<file path="src/sv/scaled_flipped_blit_address_gen_assert.svh">
// ----------------------------------------------------------------------------
// Assertion macros for the scaled flipped blit address generator
// Concurrent checks that compile away when SYNTHESIS is defined.
// ----------------------------------------------------------------------------
`ifndef SCALED_FLIPPED_BLIT_ADDRESS_GEN_ASSERT_SVH
`define SCALED_FLIPPED_BLIT_ADDRESS_GEN_ASSERT_SVH
`ifndef SYNTHESIS
// property must hold at every clock edge outside reset
`define SFB_ASSERT(lbl, clk, rst_n, prop, msg) \
    lbl: assert property (@(posedge clk) disable iff (!rst_n) prop) else $error(msg);
// condition must never occur outside reset
`define SFB_NEVER(lbl, clk, rst_n, cond, msg) \
    lbl: assert property (@(posedge clk) disable iff (!rst_n) !(cond)) else $error(msg);
`else
`define SFB_ASSERT(lbl, clk, rst_n, prop, msg)
`define SFB_NEVER(lbl, clk, rst_n, cond, msg)
`endif
`endif

</file>
<file path="src/sv/sfb_pkg.sv">
// ----------------------------------------------------------------------------
// sfb_pkg
// Shared widths, register codes and types of the blit address generator.
// ----------------------------------------------------------------------------
package sfb_pkg;

    localparam int ROW_W    = 16;
    localparam int SW_W     = 12;
    localparam int IW_W     = 13;
    localparam int ORG_W    = 16;
    localparam int TGT_W    = 16;
    localparam int CFG_W    = 16;
    localparam int NUM_W    = 29;   // 16 x 13 product, divider dividend
    localparam int FPROD_W  = 29;   // 17 x 12 product
    localparam int FRAME_W  = 30;
    localparam int FAREA_W  = 24;
    localparam int SAREA_W  = 26;
    localparam int SY_W     = 31;
    localparam int SPROD_W  = 45;
    localparam int SRC_W    = 46;
    localparam int FIDX_W   = 22;
    localparam int SIDX_W   = 24;
    localparam int FIFO_DEPTH = 4;
    localparam int FIFO_AW    = 2;

    typedef enum logic [2:0] {
        REG_SCREEN_W  = 3'd0,
        REG_SCREEN_H  = 3'd1,
        REG_IMAGE_W   = 3'd2,
        REG_IMAGE_H   = 3'd3,
        REG_ORIGIN_X  = 3'd4,
        REG_ORIGIN_Y  = 3'd5,
        REG_TARGET_W  = 3'd6,
        REG_TARGET_H  = 3'd7
    } t_reg_idx;

    typedef struct packed {
        logic [SW_W-1:0]    screen_width;
        logic [SW_W-1:0]    screen_height;
        logic [IW_W-1:0]    image_width;
        logic [IW_W-1:0]    image_height;
        logic [ORG_W-1:0]   origin_x;
        logic [ORG_W-1:0]   origin_y;
        logic [TGT_W-1:0]   target_width;
        logic [TGT_W-1:0]   target_height;
        logic [FAREA_W-1:0] frame_area;
        logic [SAREA_W-1:0] source_area;
    } t_cfg;

    typedef struct packed {
        logic [NUM_W-1:0]   num_x;
        logic [NUM_W-1:0]   num_y;
        logic [FPROD_W-1:0] frame_prod;
        logic [ROW_W-1:0]   col;
    } t_job;

    typedef struct packed {
        logic               full;
        logic               empty;
        logic [FIFO_AW:0]   count;
    } t_fifo_st;

endpackage

</file>
<file path="src/sv/sfb_channels.sv">
// ----------------------------------------------------------------------------
// sfb channels
// Valid/ready channels for destination pixels in and addresses out.
// ----------------------------------------------------------------------------
interface sfb_in_if;
    logic                     valid;
    logic                     ready;
    logic [sfb_pkg::ROW_W-1:0] dest_row;
    logic [sfb_pkg::ROW_W-1:0] dest_col;
    modport source (output valid, output dest_row, output dest_col, input ready);
    modport sink   (input valid, input dest_row, input dest_col, output ready);
endinterface


</file>
<file path="src/sv/sfb_front.sv">
// ----------------------------------------------------------------------------
// sfb_front
// Accept destination pixels and form the products for both addresses.
// ----------------------------------------------------------------------------
module sfb_front (
    input  logic          i_clk,
    input  logic          i_rst_n,
    input  sfb_pkg::t_cfg i_cfg,
    sfb_in_if.sink        i_in,
    input  logic          i_full,
    output logic          o_push,
    output sfb_pkg::t_job o_job
);

    logic          r_v;
    sfb_pkg::t_job r_job;
    logic          w_ready;

    // take a new transfer when the stage is empty or drains this cycle
    assign w_ready    = !r_v || !i_full;
    assign i_in.ready = w_ready;
    assign o_push     = r_v && !i_full;
    assign o_job      = r_job;

    // hold valid
    always_ff @(posedge i_clk) begin
        if (!i_rst_n) begin
            r_v <= 1'b0;
        end else if (w_ready) begin
            r_v <= i_in.valid;
        end
    end

    // form the products at full width
    always_ff @(posedge i_clk) begin
        if (w_ready && i_in.valid) begin
            r_job.num_x <= sfb_pkg::NUM_W'(i_in.dest_col)
                         * sfb_pkg::NUM_W'(i_cfg.image_width);
            r_job.num_y <= sfb_pkg::NUM_W'(i_in.dest_row)
                         * sfb_pkg::NUM_W'(i_cfg.image_height);
            r_job.frame_prod <= sfb_pkg::FPROD_W'({1'b0, i_cfg.origin_y} + {1'b0, i_in.dest_row})
                              * sfb_pkg::FPROD_W'(i_cfg.screen_width);
            r_job.col <= i_in.dest_col;
        end
    end

endmodule

</file>
<file path="src/flat_wrapper.sv">
// flat-port wrapper written by rule: the top's interface ports become plain ports
module sfb_front_flat 
  (i_clk, i_rst_n, i_cfg, i_full, o_push, o_job, i_in_valid, i_in_dest_row, i_in_dest_col, i_in_ready);
  sfb_in_if i_in_i ();
  input  logic i_clk;
  input  logic i_rst_n;
  input  sfb_pkg::t_cfg i_cfg;
  input  logic i_full;
  output logic o_push;
  output sfb_pkg::t_job o_job;
  input wire logic [$bits(i_in_i.valid)-1:0] i_in_valid;
  input wire logic [$bits(i_in_i.dest_row)-1:0] i_in_dest_row;
  input wire logic [$bits(i_in_i.dest_col)-1:0] i_in_dest_col;
  output wire logic [$bits(i_in_i.ready)-1:0] i_in_ready;
  assign i_in_i.valid = i_in_valid;
  assign i_in_i.dest_row = i_in_dest_row;
  assign i_in_i.dest_col = i_in_dest_col;
  assign i_in_ready = i_in_i.ready;
  sfb_front u_core (.i_clk(i_clk), .i_rst_n(i_rst_n), .i_cfg(i_cfg), .i_in(i_in_i), .i_full(i_full), .o_push(o_push), .o_job(o_job));
endmodule
</file>
<file path="config.mk">
export PLATFORM = sky130hd
export DESIGN_NAME = sfb_front_flat
export DESIGN_NICKNAME = d
export VERILOG_FILES = /design/src/sv/scaled_flipped_blit_address_gen_assert.svh /design/src/sv/sfb_pkg.sv /design/src/sv/sfb_channels.sv /design/src/sv/sfb_front.sv /design/src/flat_wrapper.sv
export SDC_FILE = /design/constraint.sdc
export NUM_CORES = 2
export LEC_CHECK = 0
export ABC_AREA = 0
export BUFFER_PORTS_ARGS = -buffer_cell sky130_fd_sc_hd__buf_2
export CORE_AREA = 2 2 213 215
export DETAILED_ROUTE_END_ITERATION = 10
export DIE_AREA = 0 0 215 217
export GPL_ROUTABILITY_DRIVEN = 0
export HOLD_SLACK_MARGIN = 0.02
export PLACE_DENSITY = 0.84
export SYNTH_ARGS = -nofsm -noshare
export SYNTH_HDL_FRONTEND = slang
export SYNTH_SLANG_ARGS = --single-unit
</file>
<file path="constraint.sdc">
create_clock -name i_clk -period 9.8 [get_ports i_clk]
set_input_delay 0.49 -clock i_clk [delete_from_list [all_inputs] [get_ports i_clk]]
set_output_delay 0.49 -clock i_clk [all_outputs]
set_load 0.005 [all_outputs]
</file>
==> results_dict.tcl <==
set metrics [dict create \
    status "completed" \
    n_antenna_cell 0 \
    insertion_delay_ns 0.40 \
    async_flop_share_pct 0 \
    routedWlPerCell_um 17.2 \
    period_share_pct 80.0 \
    ys_seq_area_share_pct 12.9 \
    drive_gt1_share_pct 9.19 \
    end_kind "flop" \
    clk_pin_slew_worst_paths_ns 0.08 \
    clk_path_buf_depth 2 \
    slew-limit-headroom_pct 24.1 \
    drv_cap 0 \
    ff2ff_setup_slack_ns 7.66 \
    core_mm2 0.0447 \
    worstPathArrival_ns 8.00 \
    fmax_ghz 0.128 \
    cts_sinks 104 \
    path_max_fanout 15 \
    cts_tree "done" \
    rsz0062_at_grt "false" \
    gr-usage-all-layers_pct 25.6 \
    dieWidth_um 215 \
    ys_warn_count 0 \
    synth_adder_area_share_pct 49.9 \
    maxSlewViolCount 0 \
    critPathRequiredTime_ns 9.95 \
    synth.area.top_cells "fa_1 (38%), edfxtp_1 (13%), ha_1 (12%)" \
    synth.avg_cell_area_um2 9.34 \
    cts_buffers 9 \
    synth_compound_area_share_pct 7.52 \
    synth_nets 3480 \
    grt_pass1_vias 20000 \
    syn_inst 2590 \
    hp-class "primary input to flop" \
    antenna_found_initial 2 \
    initial_core_util_pct 54.1 \
    tns_ns 0 \
    synth_top_family_by_area "adder cells" \
    synthMuxAreaShare_pct 0.652 \
    cts-hold-fix-buffers 0 \
    synth_edf_count 103 \
    cts_max_level 3 \
    postCtsSetupRepairBufs 0 \
    die-height_um 217 \
    grt_pass1_wl_mm 95.9 \
    path_buf_inv 4 \
    path_common_cell "fa_1" \
    synth_top_area_share_pct 38.0 \
    setup.worst_path.class "primary input to flop" \
    area_growth_pct 6.99 \
    skew_ns 0.00961 \
    io_buffers 194 \
    grt-ovfl-total 0 \
    period_minus_slack_ns 7.84 \
    hold_viol 0 \
    dp_hpwl_mm 45.4 \
    drc_errors 0 \
    yosysUniqueCellTypes 62 \
    slowest_stage "xnor2_1" \
    synth_ff_type "edfxtp_1" \
    pin_count 305 \
    drt_pass1_iterations 5 \
    totalWireLength_mm 56.8 \
    startpoint_type "primary input" \
    cts_resized 0 \
    grt_max_degree 56 \
    synthXorXnorAreaFrac_pct 2.68 \
    ant_nets 0 \
    initialDrtViolationCount 1253 \
    setup_viol 0 \
    syn_area_mm2 0.0242 \
    synth_top_area_cell "fa_1" \
    via_per_inst 5.57 \
    nets 3585 \
    cpPeakStageDelay_ns 0.89 \
    num_vias 18400 \
    yosys.area_share.simple_pct 16.4 \
    crit_family "adder cells" \
    die-area_mm2 0.0467 \
    cts_root_buf "clkbuf_16" \
    rows 78 \
    max_slew.worst_pin.slew_ns 1.13 \
    synth-seq-cells 104 \
]
worst paths after layout:
| check | cells after the start | endpoint | from |
|---|---|---|---|
| max | 25 | u_core.o_job[43] | i_in_dest_row[1] |
| min reg2reg | 2 | u_core.r_v | u_core.r_v |
| min | 2 | u_core.r_v | i_rst_n |
| max reg2reg | 3 | u_core.o_job[32] | u_core.r_v |
registers in the layout (all words and copies together) (netlist names):
register      cells
u_core.o_job    103
u_core.r_v        1
synth_stat cells (all sizes together) (5+ instances only):
library cell / number
fa: 459
nand4: 8
ha: 231
nor2: 38
a21o: 50
a211o: 6
xnor2: 51
nand3: 34
mux2: 6
nor2b: 15
o21a: 11
nand2b: 28
nand2: 360
a31oi: 11
o211a: 5
a211oi: 5
o211ai: 17
nor3: 7
mux2i: 9
and2: 262
a21oi: 86
and3: 23
o21ai: 36
or2: 8
clkbuf: 110
o31ai: 10
o21bai: 5
inv: 525
edfxtp: 103
xor2: 23
cell usage in the layout (no fill, tap or decap), types with 28 or more instances in the layout:
cell type,netlist,routed
xnor2_1,51,51
o21ai_0,35,35
buf_2,2,194
nand2b_1,28,28
nand2_1,360,360
ha_1,231,231
nand3_1,34,34
a21o_1,50,50
and2_1,262,261
a21oi_1,84,84
fa_1,459,459
inv_1,525,525
edfxtp_1,103,103
nor2_1,38,38
stage by stage:
step           std cells  hold slack, ns  worst slack, ns  cell area (um2)  utilization [%]
2_1_floorplan       2590           0.487             2.58            24200                -
3_3_place_gp        3284           0.500             1.76            25600             57.2
3_5_place_dp        3284           0.517             1.63            25600             57.2
4_1_cts             3300           0.278             2.05            25900             57.9
5_1_grt             3300           0.323             1.62            25900             57.9
6_report            3300           0.309             1.96            25900             57.9
cell families after synthesis:
logic type,count (synthesis)
XOR/XNOR,74
buffers and inverters,638
AND/OR/NAND/NOR,797
AO/OA/AOI/OAI,272
adder cells (fa/ha/maj),690
multiplexers,15
flip-flops,104
cell type report:
class | instances | area, um2
fillers | 3722 | 18800
inverters | 525 | 1970
multi-input cells | 1848 | 18700
repair buffers | 207 | 1070
well taps | 600 | 751
flip-flops and latches | 104 | 3110
clock inverters | 7 | 70.1
clock buffers | 9 | 225
metal layers:
layer	part of all wire [%]	vias to the layer above	routed length, um	global-route usage (%)
met5	0.048	-	27	0
met3	7.4	159	4200	4.89
met1	37	9252	21200	30.2
met2	52	758	29700	46.7
met4	2.8	4	1610	8.80
li1	-	8214	-	-
Power is left out: the tool's default activity adds up to more than one toggle a clock period on the data nets, which glitch-free logic cannot reach.
