## src/sv/scaled_flipped_blit_address_gen_assert.svh

```systemverilog
// ----------------------------------------------------------------------------
// Assertion macros for the scaled flipped blit address generator
// Concurrent checks that compile away when SYNTHESIS is defined.
// ----------------------------------------------------------------------------
`ifndef SCALED_FLIPPED_BLIT_ADDRESS_GEN_ASSERT_SVH
`define SCALED_FLIPPED_BLIT_ADDRESS_GEN_ASSERT_SVH
`ifndef SYNTHESIS
// property must hold at every clock edge outside reset
`define SFB_ASSERT(lbl, clk, rst_n, prop, msg) \
    lbl: assert property (@(posedge clk) disable iff (!rst_n) prop) else $error(msg);
// condition must never occur outside reset
`define SFB_NEVER(lbl, clk, rst_n, cond, msg) \
    lbl: assert property (@(posedge clk) disable iff (!rst_n) !(cond)) else $error(msg);
`else
`define SFB_ASSERT(lbl, clk, rst_n, prop, msg)
`define SFB_NEVER(lbl, clk, rst_n, cond, msg)
`endif
`endif

```

## src/sv/sfb_pkg.sv

```systemverilog
// ----------------------------------------------------------------------------
// sfb_pkg
// Shared widths, register codes and types of the blit address generator.
// ----------------------------------------------------------------------------
package sfb_pkg;

    localparam int ROW_W    = 16;
    localparam int SW_W     = 12;
    localparam int IW_W     = 13;
    localparam int ORG_W    = 16;
    localparam int TGT_W    = 16;
    localparam int CFG_W    = 16;
    localparam int NUM_W    = 29;   // 16 x 13 product, divider dividend
    localparam int FPROD_W  = 29;   // 17 x 12 product
    localparam int FRAME_W  = 30;
    localparam int FAREA_W  = 24;
    localparam int SAREA_W  = 26;
    localparam int SY_W     = 31;
    localparam int SPROD_W  = 45;
    localparam int SRC_W    = 46;
    localparam int FIDX_W   = 22;
    localparam int SIDX_W   = 24;
    localparam int FIFO_DEPTH = 4;
    localparam int FIFO_AW    = 2;

    typedef enum logic [2:0] {
        REG_SCREEN_W  = 3'd0,
        REG_SCREEN_H  = 3'd1,
        REG_IMAGE_W   = 3'd2,
        REG_IMAGE_H   = 3'd3,
        REG_ORIGIN_X  = 3'd4,
        REG_ORIGIN_Y  = 3'd5,
        REG_TARGET_W  = 3'd6,
        REG_TARGET_H  = 3'd7
    } t_reg_idx;

    typedef struct packed {
        logic [SW_W-1:0]    screen_width;
        logic [SW_W-1:0]    screen_height;
        logic [IW_W-1:0]    image_width;
        logic [IW_W-1:0]    image_height;
        logic [ORG_W-1:0]   origin_x;
        logic [ORG_W-1:0]   origin_y;
        logic [TGT_W-1:0]   target_width;
        logic [TGT_W-1:0]   target_height;
        logic [FAREA_W-1:0] frame_area;
        logic [SAREA_W-1:0] source_area;
    } t_cfg;

    typedef struct packed {
        logic [NUM_W-1:0]   num_x;
        logic [NUM_W-1:0]   num_y;
        logic [FPROD_W-1:0] frame_prod;
        logic [ROW_W-1:0]   col;
    } t_job;

    typedef struct packed {
        logic               full;
        logic               empty;
        logic [FIFO_AW:0]   count;
    } t_fifo_st;

endpackage

```

## src/sv/sfb_fifo.sv

```systemverilog
// ----------------------------------------------------------------------------
// sfb_fifo
// Short queue that decouples the front from the back.
// ----------------------------------------------------------------------------
module sfb_fifo (
    input  logic              i_clk,
    input  logic              i_rst_n,
    input  logic              i_push,
    input  sfb_pkg::t_job     i_job,
    input  logic              i_pop,
    output sfb_pkg::t_job     o_job,
    output sfb_pkg::t_fifo_st o_st
);

    sfb_pkg::t_job                 r_mem [sfb_pkg::FIFO_DEPTH];
    logic [sfb_pkg::FIFO_AW-1:0]   r_wp;
    logic [sfb_pkg::FIFO_AW-1:0]   r_rp;
    logic [sfb_pkg::FIFO_AW:0]     r_cnt;
    logic                          w_push;
    logic                          w_pop;

    assign o_st.count = r_cnt;
    assign o_st.full  = (r_cnt == (sfb_pkg::FIFO_AW+1)'(sfb_pkg::FIFO_DEPTH));
    assign o_st.empty = (r_cnt == '0);
    assign w_push = i_push && !o_st.full;
    assign w_pop  = i_pop && !o_st.empty;
    assign o_job  = r_mem[r_rp];

    // advance pointers and count
    always_ff @(posedge i_clk) begin
        if (!i_rst_n) begin
            r_wp  <= '0;
            r_rp  <= '0;
            r_cnt <= '0;
        end else begin
            if (w_push) r_wp <= r_wp + 1'b1;
            if (w_pop)  r_rp <= r_rp + 1'b1;
            if (w_push && !w_pop) r_cnt <= r_cnt + 1'b1;
            else if (w_pop && !w_push) r_cnt <= r_cnt - 1'b1;
        end
    end

    // store entries
    always_ff @(posedge i_clk) begin
        if (w_push) r_mem[r_wp] <= i_job;
    end

endmodule

```

## config.mk

```make
export PLATFORM = sky130hd
export DESIGN_NAME = sfb_fifo
export DESIGN_NICKNAME = d
export VERILOG_FILES = /design/src/sv/scaled_flipped_blit_address_gen_assert.svh /design/src/sv/sfb_pkg.sv /design/src/sv/sfb_fifo.sv
export SDC_FILE = /design/constraint.sdc
export NUM_CORES = 1
export LEC_CHECK = 0
export BUFFER_PORTS_ARGS = -buffer_cell sky130_fd_sc_hd__buf_4
export CAP_MARGIN = 20
export CORE_MARGIN = 8
export CORE_UTILIZATION = 45
export CTS_CLUSTER_DIAMETER = 40
export DETAILED_ROUTE_END_ITERATION = 12
export GPL_ROUTABILITY_DRIVEN = 1
export PLACE_DENSITY = 0.71
export RECOVER_POWER = 100
export SETUP_SLACK_MARGIN = 0.4
export SYNTH_ARGS = -nofsm -noshare
export SYNTH_HDL_FRONTEND = slang
export SYNTH_SLANG_ARGS = --single-unit
export TNS_END_PERCENT = 100
```

## constraint.sdc

```tcl
create_clock -name i_clk -period 5.52 [get_ports i_clk]
set_input_delay 1.104 -clock i_clk [delete_from_list [all_inputs] [get_ports i_clk]]
set_output_delay 1.104 -clock i_clk [all_outputs]
set_load 0.05 [all_outputs]
```

==> metrics.md, run 1 <==
| Metric | Value |
|---|---|
| Status | complete, but fails checks |
| Failing checks | max-capacitance violations, max-slew violations |
| CTS buffer count | 50 |
| Slew @ Worst Pin | between 2 and 3 ns |
| Max clock buf depth | 3 |
| Period minus WS final | between 3 and 4 ns |
| Worst rel slew slack | -86.7% |
| Most frequent cell after synthesis | edfxtp_1 |
| Sw power | roughly 3.5 mW |
| Net Sw Frac | between 30% and 40% |
| Crit path max-delay cell type | and2_1 |
| Syn nets | between 600 and 700 |
| Worst setup margin | roughly 1.5 ns |
| Vias in the first global route | 7600 |
| Die area | roughly 0.040 mm² |
| Synth Instances | ~590 |
| Ports | 215 |
| Final-report hold violation count | 0 |
| Skew-Pair Late Insertion Delay | about 0.54 ns |
| Cell taking the most area after synthesis | edfxtp_1 |
| Unrepaired setup endpoints after global routing | no |
| Yosys cell types | 25 |
| Cts repair resizes | 0 |
| Tcrit/Tclk final | between 70% and 80% |
| Share of the yosys chip area belonging to registers | between 80% and 90% |
| Reg clk slew, reported paths | approximately 0.050 ns |
| First-pass detailed-route iteration total | 5 |
| Setup Buffers After CTS | 0 |
| CTS hold repair buffers | 0 |
| Initial Util | roughly 46% |
| Post-route DRC | 0 |
| Tot GR Track Use | between 10 and 15% |
| Final-report setup violation count | 0 |
| Synth warnings | 0 |
| Max-cap viol count | 4 |
| Clk root buf | clkbuf_16 |
| GPL Wtd Cong | between 0.6 and 0.7 |
| Vias after detailed routing | around 6900 |
| Syn_area_per_cell | 26.3 µm² |
| Starting DRT DRC Count | approximately 390 |
| Worst endpoint required time | about 5.7 ns |
| Wire per inst | roughly 23 µm |
| Mux cell area share after synthesis | 15.2% |
| Via/cell ratio | between 5 and 6 |
| Leakage power | 5.65 nW |
| ANT nets after route | 0 |
| Peak supply drop | 347 µV |
| Largest net degree at the start of global routing | 72 |
| Pwr/cell area | around 560 mW/mm² |
| Post-DP HPWL | about 18 mm |
| Clock sinks | 421 |
| Internal power | ~6.7 mW |
| Kind of critical path | in2reg |
| Hold Crit Class | reg2reg |
| Critical path launch point type | input pin |
| Post-synthesis adder-cell area fraction | less than 1% |
| Crit-path leading delay family | simple AND/OR/NAND/NOR gates |
| TNS Setup | 0 ns |
| Critical path's largest stage delay | 2.10 ns |
| CTS tree | built |
| Port Buffer Count | approximately 210 |
| Seq cells post-synth | between 400 and 500 |
| H-tree depth | 2 |
| Post-synthesis compound-gate area fraction | less than 1% |
| Top achievable clock speed | roughly 0.25 GHz |
| Layout Skew | between 0.008 and 0.009 ns |
| Synth Flop Type | edfxtp_1 |
| CP cell instances | buf_4 -> nor2b_1 -> and2_1 -> buf_12 |
| Fin util | 54.5% |
| Die height | 201 µm |
| Main combinational cell family by area after synthesis | multiplexers |
| Layout area overhead | 19.0% |
| Row count | 67 |
| CP Capture Type | flop |
| Post-synthesis xor/xnor area fraction | less than 1% |
| Core region area | 0.0336 mm² |
| First-pass GRT wire length | 45.9 mm |
| Number of synthesized flops with an enable pin | between 400 and 500 |
| Pins Over Slew Limit | between 200 and 250 |
| Pre-CTS WS | 2.23 ns |
| Die W | roughly 200 µm |
| WP data arrival | approximately 4.2 ns |
| Post-synth top area share | around four fifths |
| Clock Power Share | a little under a third |
| Antenna violations before repair | 4 |
| Ratio of cells with drive above 1 in the final layout | approximately 23% |
| Routed wire length | about 30 mm |
| Bufs and invs on worst path | 2 |
| # fillers | ~2700 |
| Critical Path Fanout Max | 54 |
| Syn Std Cell Area | around 0.015 mm² |
| Comb power frac | between 20% and 30% |
| GRT Residual Overflow | 0 |
| Synth top area cells | edfxtp_1 80%, mux4_2 15%, dfxtp_1 1.2% |
| Ys async rst share | 0% |
| Final nets | between 900 and 1000 |
| Synth cell count leaders | 412 x edfxtp_1, 103 x mux4_2, 9 x dfxtp_1 |
| Reg power frac | 39.7% |
| Post-Synth Simple-Gate Area | less than 1% |
kinds of logic (layout without fill, tap and decap cells):
| logic type | after synthesis | count (layout) |
|---|---|---|
| AOI/OAI and AO/OA | 4 | 4 |
| adders and majority gates | 6 | 6 |
| other | 0 | 1 |
| buffers and inverters | 28 | 318 |
| DFF | 421 | 421 |
| xor gates and xnor gates | 4 | 4 |
| and+or+nand+nor | 17 | 17 |
| muxes | 106 | 106 |
flip-flops by register name (all words and copies together), names as in the netlist, named ones only:
name	count
r_mem	412
r_cnt	3
r_rp	2
r_wp	2
power by group through the flow:
stage	logic (mW)	clock network, mW	registers [mW]
after floorplan	2.52	0	4.06
after global placement	3.32	0	4.12
after detailed placement	3.33	0	4.14
after CTS	3.34	3.25	4.08
after global routing	3.10	3.37	4.09
final	2.95	3.18	4.05
final timing paths:
kind | from | endpoint | slack [ns] | cells after the start
worst max-delay path | i_push | r_mem[1][11] | 1.52 | 4
worst min-delay path | r_wp[1] | r_wp[1] | 0.50 | 2
worst max register to register | r_cnt[0] | r_mem[1][11] | 1.55 | 4
worst min register to register | r_wp[1] | r_wp[1] | 0.50 | 2
layout make-up:
class,count,area [µm²],share of cell area (%)
Antenna cell,1,2.50,0.0136
Clock buffer,61,1310,7.17
Clock inverter,30,320,1.75
Inverter,3,11.3,0.0614
Multi-Input combinational cell,137,2590,14.2
Sequential cell,421,12600,68.5
Tap cell,448,561,3.06
Timing Repair Buffer,224,972,5.30
worst min-delay path: stages (launching register included):
cell,delay (ns)
dfxtp_1,0.33
nand2_1,0.06
mux2i_1,0.05
stage by stage:
step | total power, mW | instance area [µm²] | hold WS [ns] | std cells
floorplan | 6.57 | 15400 | 0.468 | 586
global placement | 7.44 | 17500 | 0.485 | 1232
detailed placement | 7.46 | 17500 | 0.495 | 1232
CTS | 10.7 | 19100 | 0.502 | 1323
global route | 10.6 | 18300 | 0.521 | 1325
finish | 10.2 | 18300 | 0.495 | 1325
metal layers:
metal  share of wire (%)  global-route usage (%)  up-vias  wire, µm
met4                 2.2                    4.63        6       661
met5                0.13                       0        -        40
met1                  42                    19.3     3574     12700
li1                    -                       -     3038         -
met2                  48                    23.5      253     14600
met3                 7.3                    4.47       55      2210
placed cells by master (no fill, tap or decap), types with 4 or more instances in the layout:
cell type   netlist  routed
dfxtp_1           9       7
edfxtp_1        412     412
mux4_2          103     103
bufinv_16         0       5
clkbuf_16         0      51
clkinv_1          0       6
and2_0            0       4
buf_12            8       4
nand2_1           4       4
ha_1              5       5
buf_4             3      11
clkinv_4          0       6
clkinvlp_4        0       5
clkbuf_1          2     217
clkinv_2          0       4
(Power assumes the default switching activity.)
==> run 2: changes to the inputs <==
--- a/config.mk
+++ b/config.mk
@@ -5,6 +5,7 @@
 export SDC_FILE = /design/constraint.sdc
 export NUM_CORES = 1
 export LEC_CHECK = 0
+export ABC_AREA = 1
 export BUFFER_PORTS_ARGS = -buffer_cell sky130_fd_sc_hd__buf_4
 export CAP_MARGIN = 20
 export CORE_MARGIN = 8
==> constraint.sdc (replaced) <==
create_clock -name i_clk -period 3.8 [get_ports i_clk]
set_input_delay 0.76 -clock i_clk [delete_from_list [all_inputs] [get_ports i_clk]]
set_output_delay 0.76 -clock i_clk [all_outputs]
set_load 0.05 [all_outputs]
==> metrics.md, run 2 <==
| Metric | Value |
|---|---|
| Pins Over Slew Limit | around 230 |
| Worst endpoint required time | 3.04 ns |
| # diodes | 0 |
| Worst rel slew slack | -21.3% |
| Min Hold Slack | 0.452 ns |
| Fin util | a little over half |
| Top reg by flops | r_mem |
| CP Capture Type | output port |
| Hold Crit Class | in2reg |
| Ratio of cells with drive above 1 in the final layout | between 8 and 9% |
| Routed wire length | 34.4 mm |
| Commonest non-fill, non-tap cell in the layout | edfxtp_1 |
| Max reg flops | slightly above 400 |
| Pwr/cell area | around 800 mW/mm² |
| Yosys cell types | 19 |
| Top achievable clock speed | 0.278 GHz |
| Commonest non-fill, non-tap cells in the layout | 412 x edfxtp_1, 218 x nor2_1, 208 x clkbuf_1 |
| Max clock buf depth | 3 |
| Syn Std Cell Area | between 0.015 and 0.02 mm² |
| Layout Skew | between 0.01 and 0.015 ns |
| Post-synth top area share | between 70% and 80% |
| Kind of critical path | reg2out |
| Starting DRT DRC Count | approximately 580 |
| Via/cell ratio | ~5.3 |
| Initial Util | 45.6% |
| Leakage power | approximately 6.1 nW |
| Post-route DRC | 0 |
| Setup Buffers After CTS | 0 |
| CTS hold repair buffers | 0 |
| Antenna violations before repair | 4 |
| Max-cap viol count | 5 |
| Final-report hold violation count | 0 |
| Die W | ~200 µm |
| CTS buffer count | 50 |
| Tcrit/Tclk final | 94.7% |
| Total power | approximately 15 mW |
| Slew @ Worst Pin | 1.82 ns |
| Post-DP HPWL | just under 20 mm |
| Synth warnings | 0 |
| Synth Flop Type | edfxtp_1 |
| R2r startpoint | r_cnt[0] |
| Synth Instances | approximately 1100 |
| Die height | roughly 200 µm |
| Clk root buf | clkbuf_16 |
| Critical Path Fanout Max | 206 |
| Period minus WS final | approximately 3.6 ns |
| Tot GR Track Use | between 10% and 20% |
| Area after DPL | between 0.015 and 0.02 mm² |
| Core region area | between 0.03 and 0.04 mm² |
| Unrepaired setup endpoints after global routing | no |
| Syn nets | approximately 1200 |
| Vias after detailed routing | around 9400 |
| Number of synthesized flops with an enable pin | a little over 400 |
| Port Buffer Count | around 210 |
| Syn_area_per_cell | 14.7 µm² |
| Final-report setup violation count | 0 |
| Share of the yosys chip area belonging to registers | between 70 and 80% |
| Clock sinks | about 420 |
| Largest regs | r_mem (412), r_cnt (3) |
| H-tree depth | 2 |
| Vias in the first global route | around 9600 |
| Die area | between 0.04 and 0.05 mm² |
| GRT Residual Overflow | 0 |
| Ys async rst share | 0% |
| Synth top area cells | edfxtp_1 79%, o21ai_0 6.4%, nor2_1 5.3% |
| Most frequent cell after synthesis | edfxtp_1 |
| CTS tree | built |
| Peak supply drop | 559 µV |
| Wire per inst | about 19 µm |
| WP data arrival | 2.84 ns |
| Reg clk slew, reported paths | about 0.060 ns |
| Failing checks | max-capacitance violations, max-slew violations |
| Layout area overhead | 18.2% |
| Cts repair resizes | 0 |
| Skew-Pair Late Insertion Delay | around 0.56 ns |
| Status | complete, but fails checks |
| Synth cell count leaders | 412 x edfxtp_1, 220 x nor2_1, 201 x o21ai_0 |
| Seq cells post-synth | ~420 |
| ANT nets after route | 0 |
| Ports | 215 |
| Hold Startpoint | i_job[91] |
| Cell taking the most area after synthesis | edfxtp_1 |
| First-pass GRT wire length | approximately 53 mm |
| GPL Wtd Cong | 0.700 |
| Critical path launch point type | flop |
| First-pass detailed-route iteration total | 5 |
| Row count | 68 |
| Cell area after layout | 0.0186 mm² |
| Final nets | 1397 |
| Largest net degree at the start of global routing | between 200 and 250 |
==> run 2: cell types whose count changed in the layout (fill, tap and decap cells not counted), sizes merged, moves of 7 or more <==
cell   change
and2       -8
buf        +7
inv       +16
mux4     -103
nand2     +11
nor2     +220
o21ai    +206
o22ai    +103
==> run 2: area by class of cell <==
cell class	count	area [µm²]
Fill cell	2928	15900
Sequential cell	421	12600
Multi-Input combinational cell	560	2710
Clock buffer	59	1350
Timing Repair Buffer	233	996
Tap cell	455	569
Clock inverter	33	302
Inverter	18	73.8
==> run 2: logic make-up (layout without fill, tap and decap cells) <==
| group | count (synthesis) | count (layout) | synth area share (%) |
|---|---|---|---|
| buffers and inverters | 85 | 343 | 2.92 |
| adders and majority gates | 6 | 6 | 0.526 |
| AOI/OAI and AO/OA | 313 | 313 | 10.8 |
| DFF | 421 | 421 | 79.9 |
| xor gates and xnor gates | 1 | 1 | 0.0558 |
| and+or+nand+nor | 240 | 240 | 5.79 |
==> run 2: worst paths after layout <==
kind                   to  slack [ns]  cells after the start
max reg2reg  r_mem[0][65]        1.01                      5
min          r_mem[1][91]        0.45                      1
max              o_job[5]        0.20                      4
min reg2reg          flop        0.50                      2
==> run 2: stage by stage <==
stage | setup slack, ns | setup TNS [ns] | cells
floorplan | -0.419 | -172.50 | 1066
global placement | 1.19 | 0 | 1687
detailed placement | 1.17 | 0 | 1687
CTS | 0.548 | 0 | 1779
global route | 0.220 | 0 | 1779
finish | 0.200 | 0 | 1779
==> run 2: critical path, cell delays in order (launching register included) <==
cell and delay, ns:
dfxtp_4 0.38, buf_12 0.41, o21ai_0 0.26, o22ai_1 0.27, clkbuf_1 0.51
==> run 2: where the power goes <==
part,leakage [nW],internal [mW],switching (mW)
Combinational,1.43,0.785,3.70
Sequential,3.85,5.67,0.137
Clock,0.792,2.77,1.85
Total,6.07,9.23,5.69
==> run 2: per-layer routing <==
layer / GRT usage [%] / vias up / share of wire [%]
met3: 4.89 / 48 / 8.1
met1: 20.9 / 4597 / 41
met5: 0 / - / 0.13
met4: 5.23 / 8 / 1.7
li1: - / 4449 / -
met2: 26.7 / 302 / 49
==> run 3: changes to the inputs <==
--- a/config.mk
+++ b/config.mk
@@ -8,13 +8,12 @@
 export ABC_AREA = 1
 export BUFFER_PORTS_ARGS = -buffer_cell sky130_fd_sc_hd__buf_4
 export CAP_MARGIN = 20
-export CORE_MARGIN = 8
+export CORE_MARGIN = 2
 export CORE_UTILIZATION = 45
 export CTS_CLUSTER_DIAMETER = 40
 export DETAILED_ROUTE_END_ITERATION = 12
 export GPL_ROUTABILITY_DRIVEN = 1
 export PLACE_DENSITY = 0.71
-export RECOVER_POWER = 100
 export SETUP_SLACK_MARGIN = 0.4
 export SYNTH_ARGS = -nofsm -noshare
 export SYNTH_HDL_FRONTEND = slang
==> metrics.md, run 3 (synthesis gave the netlist of run 2 again) <==
| Metric | Value |
|---|---|
| Ratio of cells with drive above 1 in the final layout | between 20% and 30% |
| CP Capture Type | output port |
| Layout Skew | roughly 0.012 ns |
| Tcrit/Tclk final | 84.8% |
| H-tree depth | 2 |
| Status | finished, final reports clean |
| Commonest non-fill, non-tap cell in the layout | edfxtp_1 |
| TNS Setup | 0 ns |
| Peak supply drop | roughly 570 µV |
| Tot GR Track Use | between 10% and 20% |
| Cts repair resizes | 0 |
| Area after DPL | between 0.015 and 0.02 mm² |
| Post-route DRC | 0 |
| Row count | 68 |
| Pwr/cell area | around 790 mW/mm² |
| Routed wire length | approximately 33 mm |
| Largest regs | r_mem (412), r_cnt (3) |
| Unrepaired setup endpoints after global routing | no |
| Slew @ Worst Pin | about 0.97 ns |
| Port Buffer Count | ~210 |
| Starting DRT DRC Count | 658 |
| GPL Wtd Cong | about 0.73 |
| Worst rel slew slack | a little over a third |
| Ports | around 220 |
| Post-DP HPWL | between 15 and 20 mm |
| Die W | roughly 190 µm |
| Kind of critical path | reg2out |
| Final-report hold violation count | 0 |
| Leakage power | between 6 and 7 nW |
| Wire per inst | approximately 19 µm |
| CTS hold repair buffers | 0 |
| Cell area after layout | about 0.019 mm² |
| Vias after detailed routing | roughly 9400 |
| Area of the multi-input gates | around 0.0027 mm² |
| CTS tree | built |
| ANT nets after route | 0 |
| Min Hold Slack | approximately 0.38 ns |
| Reg clk slew, reported paths | ~0.06 ns |
| CTS buffer count | 50 |
| GRT Residual Overflow | 0 |
| Antenna violations before repair | 1 |
| Layout area overhead | 23.5% |
| Max reg flops | 412 |
| Pre-CTS WS | between 1 and 1.5 ns |
| Final nets | between 1000 and 1500 |
| Worst setup margin | between 0.5 and 0.6 ns |
| Hold Crit Class | in2reg |
| Core region area | between 0.03 and 0.04 mm² |
| Clk root buf | clkbuf_16 |
| First-pass GRT wire length | 50.5 mm |
| Commonest non-fill, non-tap cells in the layout | 412 x edfxtp_1, 218 x buf_4, 216 x nor2_1 |
| WP data arrival | 2.46 ns |
| Largest net degree at the start of global routing | a little over 200 |
| Top reg by flops | r_mem |
| Pins Over Slew Limit | 0 |
| First-pass detailed-route iteration total | 4 |
| Worst endpoint required time | between 3 and 4 ns |
| Critical path launch point type | flop |
| Die height | between 150 and 200 µm |
| Via/cell ratio | about 5.3 |
| Period minus WS final | 3.22 ns |
| Critical Path Fanout Max | 206 |
| Max clock buf depth | 3 |
| Top achievable clock speed | about 0.31 GHz |
| Max-cap viol count | 0 |
| Setup Buffers After CTS | 0 |
| # fillers | approximately 2700 |
| Seq. cell area | 0.0126 mm² |
| Skew-Pair Late Insertion Delay | ~0.58 ns |
| Final-report setup violation count | 0 |
| Initial Util | between 40% and 50% |
| Die area | 0.0364 mm² |
| Clock sinks | around 420 |
| Vias in the first global route | 9336 |
| Fin util | 56.3% |
==> run 3: cell types whose count changed in the layout (fill, tap and decap cells not counted), sizes merged <==
cell and delta:
diode +1, bufinv -1, clkinv +1, inv +1
buf +208, clkbuf -213
==> run 3: critical path, cell delays in order, from the launching register on <==
cell,delay (ns)
dfxtp_4,0.38
buf_12,0.53
o21ai_0,0.21
o22ai_1,0.26
buf_4,0.25
==> run 3: final timing paths <==
kind / startpoint / end / slack (ns) / depth (start not counted)
worst min register to register: r_rp[1] / flop / 0.50 / 2
worst min-delay path: i_job[99] / r_mem[3][99] / 0.38 / 1
worst max register to register: r_cnt[0] / r_cnt[2] / 1.58 / 13
worst max-delay path: flop / o_job[70] / 0.58 / 4
==> run 3: final cells by class <==
class,instances,share of cell area [%]
Multi-Input combinational cell,560,14.1
Sequential cell,421,64.7
Tap cell,455,2.93
Antenna cell,1,0.0129
Timing Repair Buffer,231,9.78
Clock buffer,56,6.67
Inverter,18,0.380
Clock inverter,34,1.43
==> run 3: where the power goes <==
| part | switching [mW] | internal, mW | total [mW] |
|---|---|---|---|
| clock | 1.82 | 2.61 | 4.43 |
| sequential | 0.141 | 5.64 | 5.79 |
| combinational | 3.70 | 1.32 | 5.02 |
==> run 3: routing by layer <==
layer  vias to the layer above  track usage [%]  part of all wire, %
met1                      4654             22.9                   41
met3                        47             5.74                  8.7
li1                       4448                -                    -
met2                       274             29.9                   48
met4                         0             5.87                  1.6
met5                         -                0                    0
==> run 3: through the flow <==
step,power (mW),instances
after CTS,15.4,1775
after global routing,15.9,1775
after floorplan,9.38,1066
after detailed placement,10.9,1685
final,15.2,1776
after global placement,10.9,1685
